### src/rtl/lbor_pkg.sv
// Package for the layered box overlap registry: shared types, codes and widths.
// No dependencies.
package lbor_pkg;
    localparam int unsigned SLOTS_DEF = 64;
    localparam int unsigned MAX_HITS_DEF = 8;

    typedef enum logic [1:0] {
        ACT_REGISTER = 2'd0,
        ACT_UPDATE   = 2'd1,
        ACT_CHECK    = 2'd2,
        ACT_REMOVE   = 2'd3
    } t_action;

    typedef enum logic [1:0] {
        ST_OK       = 2'd0,
        ST_FULL     = 2'd1,
        ST_INACTIVE = 2'd2
    } t_status;

    typedef struct packed {
        logic signed [15:0] x;
        logic signed [15:0] y;
        logic [14:0]        w;
        logic [14:0]        h;
    } t_box;

    typedef struct packed {
        logic [15:0] layer;
        logic [15:0] collide;
    } t_masks;

    // Query broadcast into the cell row.
    typedef struct packed {
        t_box        box;
        logic [15:0] collide;
    } t_query;

    // Strict overlap of two boxes; empty boxes never overlap.
    function automatic logic boxes_overlap(t_box a, t_box b);
        logic signed [17:0] ax_end;
        logic signed [17:0] bx_end;
        logic signed [17:0] ay_end;
        logic signed [17:0] by_end;
        ax_end = 18'(a.x) + 18'($signed({1'b0, a.w}));
        bx_end = 18'(b.x) + 18'($signed({1'b0, b.w}));
        ay_end = 18'(a.y) + 18'($signed({1'b0, a.h}));
        by_end = 18'(b.y) + 18'($signed({1'b0, b.h}));
        if (a.w == '0 || a.h == '0 || b.w == '0 || b.h == '0) begin
            return 1'b0;
        end
        return (18'(a.x) < bx_end) && (18'(b.x) < ax_end)
            && (18'(a.y) < by_end) && (18'(b.y) < ay_end);
    endfunction
endpackage

### src/rtl/lbor_cell.sv
// One table slot: box, masks and active flag, plus a stage of the scan token chain.
// Depends on lbor_pkg.
module lbor_cell (
    input  logic                  i_clk,
    input  logic                  i_rst_n,
    input  logic                  i_wr_box,
    input  logic                  i_wr_masks,
    input  logic                  i_set_active,
    input  logic                  i_clr_active,
    input  lbor_pkg::t_box        i_box,
    input  lbor_pkg::t_masks      i_masks,
    input  logic                  i_tok_clear,
    input  logic                  i_tok_in,
    input  logic                  i_tok_stall,
    input  logic                  i_is_self,
    input  lbor_pkg::t_query      i_query,
    output logic                  o_tok_out,
    output logic                  o_active,
    output logic                  o_match,
    output lbor_pkg::t_box        o_box,
    output lbor_pkg::t_masks      o_masks
);
    import lbor_pkg::*;

    t_box   r_box;
    t_masks r_masks;
    logic   r_active;
    logic   r_tok;

    always_ff @(posedge i_clk) begin
        if (!i_rst_n) begin
            r_active <= 1'b0;
            r_tok    <= 1'b0;
        end else begin
            if (i_set_active) begin
                r_active <= 1'b1;
            end else if (i_clr_active) begin
                r_active <= 1'b0;
            end
            if (i_tok_clear) begin
                r_tok <= 1'b0;
            end else if (!i_tok_stall) begin
                r_tok <= i_tok_in;
            end
        end
        if (i_wr_box) begin
            r_box <= i_box;
        end
        if (i_wr_masks) begin
            r_masks <= i_masks;
        end
    end

    assign o_tok_out = r_tok;
    assign o_active  = r_active;
    assign o_box     = r_box;
    assign o_masks   = r_masks;
    // Hit test while the scan token rests here.
    assign o_match = r_tok && r_active && !i_is_self
        && ((r_masks.layer & i_query.collide) != '0)
        && boxes_overlap(r_box, i_query.box);
endmodule

### config.mk
export PLATFORM = sky130hd
export DESIGN_NAME = lbor_cell
export DESIGN_NICKNAME = d
export VERILOG_FILES = /design/src/rtl/lbor_pkg.sv /design/src/rtl/lbor_cell.sv
export SDC_FILE = /design/constraint.sdc
export NUM_CORES = 1
export LEC_CHECK = 0
export ABC_AREA = 1
export BUFFER_PORTS_ARGS = -buffer_cell sky130_fd_sc_hd__buf_2
export CAP_MARGIN = 10
export CORE_MARGIN = 4
export CORE_UTILIZATION = 46
export CTS_CLUSTER_SIZE = 28
export DETAILED_ROUTE_END_ITERATION = 8
export GPL_ROUTABILITY_DRIVEN = 0
export PLACE_DENSITY = 0.78
export SYNTH_ARGS = -nofsm -noshare
export SYNTH_HDL_FRONTEND = slang
export SYNTH_SLANG_ARGS = --single-unit
export TNS_END_PERCENT = 10
### constraint.sdc
create_clock -name i_clk -period 2.48 [get_ports i_clk]
set_clock_uncertainty 0.1 [all_clocks]
set_input_delay 0 -clock i_clk [delete_from_list [all_inputs] [get_ports i_clk]]
set_output_delay 0 -clock i_clk [all_outputs]
set_load 0.02 [all_outputs]
==> impl_results.md <==
* Ordered list of cells on the worst path: ha_4 -> a21oi_2 -> nor2_1 -> nor2_2 -> inv_1 -> a21oi_1 -> nand2_1 -> nand2_1 -> nand2_1 -> ha_1 -> nand2_2 -> nor2_2 -> and2_4 -> nand3b_1 -> nand4_1 -> nand2_1 -> nor2_2 -> nand2_2 -> nor2_4 -> buf_6
* Post-DP HPWL at 21,000 um
* Outcome: finished with violations
* WP data required at 2.38 ns
* Failing checks: negative setup slack
* Layout cells sized above 1 at 39.8%
* Wire per inst at 16.4 um
* Post-Place Cells at 1,600
* Post-synth EDFFs at 94
* First-pass GRT wire length at 42,300 um
* Hold WS at 0.110 ns
* Post-synthesis mux area share at 0.131%
* Relative slew slack at 52.0%
* Crit-path max cell delay at 0.49 ns
* Drt total wl at 28,300 um
* Synth Area in Adders at 21.3%
* # port buffers at 278
* Post-synthesis xor/xnor area fraction at 4.57%
* Final Cycle Share at 142%
* CP Max Fanout at 3
* Complex-gate fraction of the synthesized area at 10.4%
* RSZ-0062 raised after global routing: true
* CTS Sinks at 96
* Clk slew on worst S/H paths at 0.08 ns
* P&R area growth vs syn at 65.5%
* Layout Nets at 1,818
* P per Cell Area at 511 nW/um2
* Share of the synthesized area in the top cell type at 36.8%
* Vias at 8,819
* Hold Path Class: primary input to register
* Post-synth ARST share at 0%
* Finished Layout Cells at 1,730
* Synth Instances at 888
* Vias per cell at 5.10
* Initial antenna violation count at 0
* # setup viols final at 1
* Row count at 46
* DRC at 0
* Syn Nets at 1,198
* Syn_area_per_cell at 8.63 um2
* Most frequent cell on the critical path: nand2_1
* Fill count at 1,044
* Mapped Area at 7670 um2
* CTS tree: done
* Measured slew at the worst slew-check pin at 0.719 ns
* Max-cap violations at 0
* Max Buffers Root-to-Sink at 2
* Critical Path Start Type: register
* Max IR drop VDD at 0.000498 V
* Largest family of logic cells by synthesized area: simple AND/OR/NAND/NOR gates
* Die height at 137 um
* Core area at 16,100 um2
* H-tree depth at 3
* I/O pin cnt at 279
* Synthesis Warnings at 0
* LEAKAGE at 6.48 nW
* Sequential area share after synthesis at 37.3%
* Post-synth cell types at 34
* Hold Fails Final Rpt at 0
* Root buffer cell: clkbuf_16
* Crit. End Element: primary output
* Die extent in x at 137 um
* Antenna-violating nets left at 0
* R2r setup slk at 0.54 ns
* Full die area at 18,800 um2
* FF+latch count, synth at 96
* Largest cells by area after synthesis: edfxtp_1, ha_1, nand2_1, inv_1, nor2_1
* Final Max Tran Viols at 0
* Post-synthesis share of cell area spent on and, or, nand and nor gates at 21.7%
* Total congestion overflow at 0
* Initial Util at 47.6%
* Drt first pass iters at 8
* Tot GR Track Use at 28.8%
* Final min period at 3.52 ns
* Area leader, netlist: edfxtp_1
* Final Power at 6.48 mW
* WP data arrival at 3.42 ns
* Type of the worst setup path: register to primary output
* CTS Buf Count at 9
* 1st-iter DRT viols at 550
* Insertion delay to the later sink of the worst-skew pair at 0.35 ns
* Setup ws final at -1.04 ns
* Highest-delay cell along the critical path: edfxtp_1
* Max frequency at 0.284 GHz
* Largest net degree at the start of global routing at 36
* Vias in the first global route at 9,129
* Top_reg_cell synth: edfxtp_1
## worst max-delay path: cells and delay by family, from the launching register on
kind / cells / cell delay [ns]
compound gates: 2 / 0.42
fa+ha+maj: 2 / 0.57
buf+inv: 2 / 0.18
flops: 1 / 0.49
simple gates: 14 / 1.39
## sequential cells by signal, summed over array words and instances (netlist names)
register,cells
o_tok_out,1
o_masks,32
o_active,1
o_box,62
## logic make-up (layout without fill, tap and decap cells)
family | Yosys count | after routing
buffers and inverters | 93 | 718
DFF | 96 | 96
and+or+nand+nor | 401 | 401
AOI/OAI and AO/OA | 129 | 129
muxes | 1 | 1
xor gates and xnor gates | 40 | 40
adders and majority gates | 128 | 128
other | 0 | 1
## worst paths after layout
check                               start         to  cells after the start
worst max-delay path            o_box[23]    o_match                     20
worst min-delay path             i_wr_box  o_box[50]                      1
worst max register to register   o_active   o_active                      4
worst min register to register  o_tok_out  o_tok_out                      3
## cell usage after synthesis, drive strengths merged, types with 4 or more instances
master / count
inv: 93
nand2: 233
edfxtp: 94
nand3b: 13
nor3: 12
nand4: 12
fa: 4
o21ai: 40
xor2: 17
a21o: 9
nand3: 40
a21oi: 64
nor2: 90
xnor2: 23
ha: 124
## repair_timing
action,4_1_cts,5_1_grt
pin swaps,6,21
setup endpoints to repair,1,1
hold buffers,99,0
setup buffers,3,11
gates resized for setup,26,22
endpoints found under the hold margin,96,0
## placed cells by master (no fill, tap or decap), types with 6 or more instances in the layout
| master | count |
|---|---|
| buf_2 | 277 |
| buf_4 | 231 |
| nand2_1 | 226 |
| ha_1 | 113 |
| dlygate4sd3_1 | 99 |
| edfxtp_1 | 94 |
| inv_1 | 89 |
| nor2_1 | 84 |
| a21oi_1 | 54 |
| nand3_1 | 31 |
| xnor2_1 | 23 |
| o21ai_0 | 19 |
| xor2_1 | 17 |
| o21ai_2 | 16 |
| nand3b_1 | 13 |
| nand4_1 | 12 |
| nor3_1 | 11 |
| a21o_1 | 9 |
| ha_4 | 9 |
| clkbuf_16 | 9 |
| nand3_2 | 8 |
| a21oi_2 | 7 |
| nand2_2 | 6 |
## cell type report
| type | instances | area (um2) | share of cell area (%) |
|---|---|---|---|
| Antenna cell | 1 | 2.50 | 0.0197 |
| Multi-Input combinational cell | 699 | 4770 | 37.6 |
| Clock buffer | 9 | 225 | 1.77 |
| Inverter | 93 | 349 | 2.75 |
| Tap cell | 216 | 270 | 2.13 |
| Timing Repair Buffer | 609 | 4140 | 32.6 |
| Sequential cell | 96 | 2860 | 22.6 |
| Clock inverter | 7 | 66.3 | 0.523 |
## stage by stage
step | cell area, um2 | setup slack [ns] | util [%] | setup TNS (ns)
3_3_place_gp | 11100 | -0.754 | 68.7 | -0.754
5_1_grt | 12700 | -1.20 | 78.7 | -1.20
4_1_cts | 12500 | -0.900 | 77.6 | -0.900
3_5_place_dp | 11100 | -0.832 | 68.7 | -0.832
6_report | 12700 | -1.04 | 78.8 | -1.04
2_1_floorplan | 7760 | -0.411 | - | -0.411
## report_power, final
group | switching [mW] | total (mW) | internal [mW]
logic | 1.60 | 3.08 | 1.49
registers | 0.0938 | 2.02 | 1.93
clock network | 0.675 | 1.38 | 0.702
total | 2.37 | 6.48 | 4.11
## per-layer routing
layer  vias to the layer above  track usage [%]  part of all wire [%]
li1                       4297                -                     -
met1                      4051             30.9                    36
met2                       372             55.1                    53
met5                         -                0                     0
met3                        99             5.44                   6.6
met4                         0             11.5                   4.2
No activity file was read; power rests on OpenSTA's default activity.
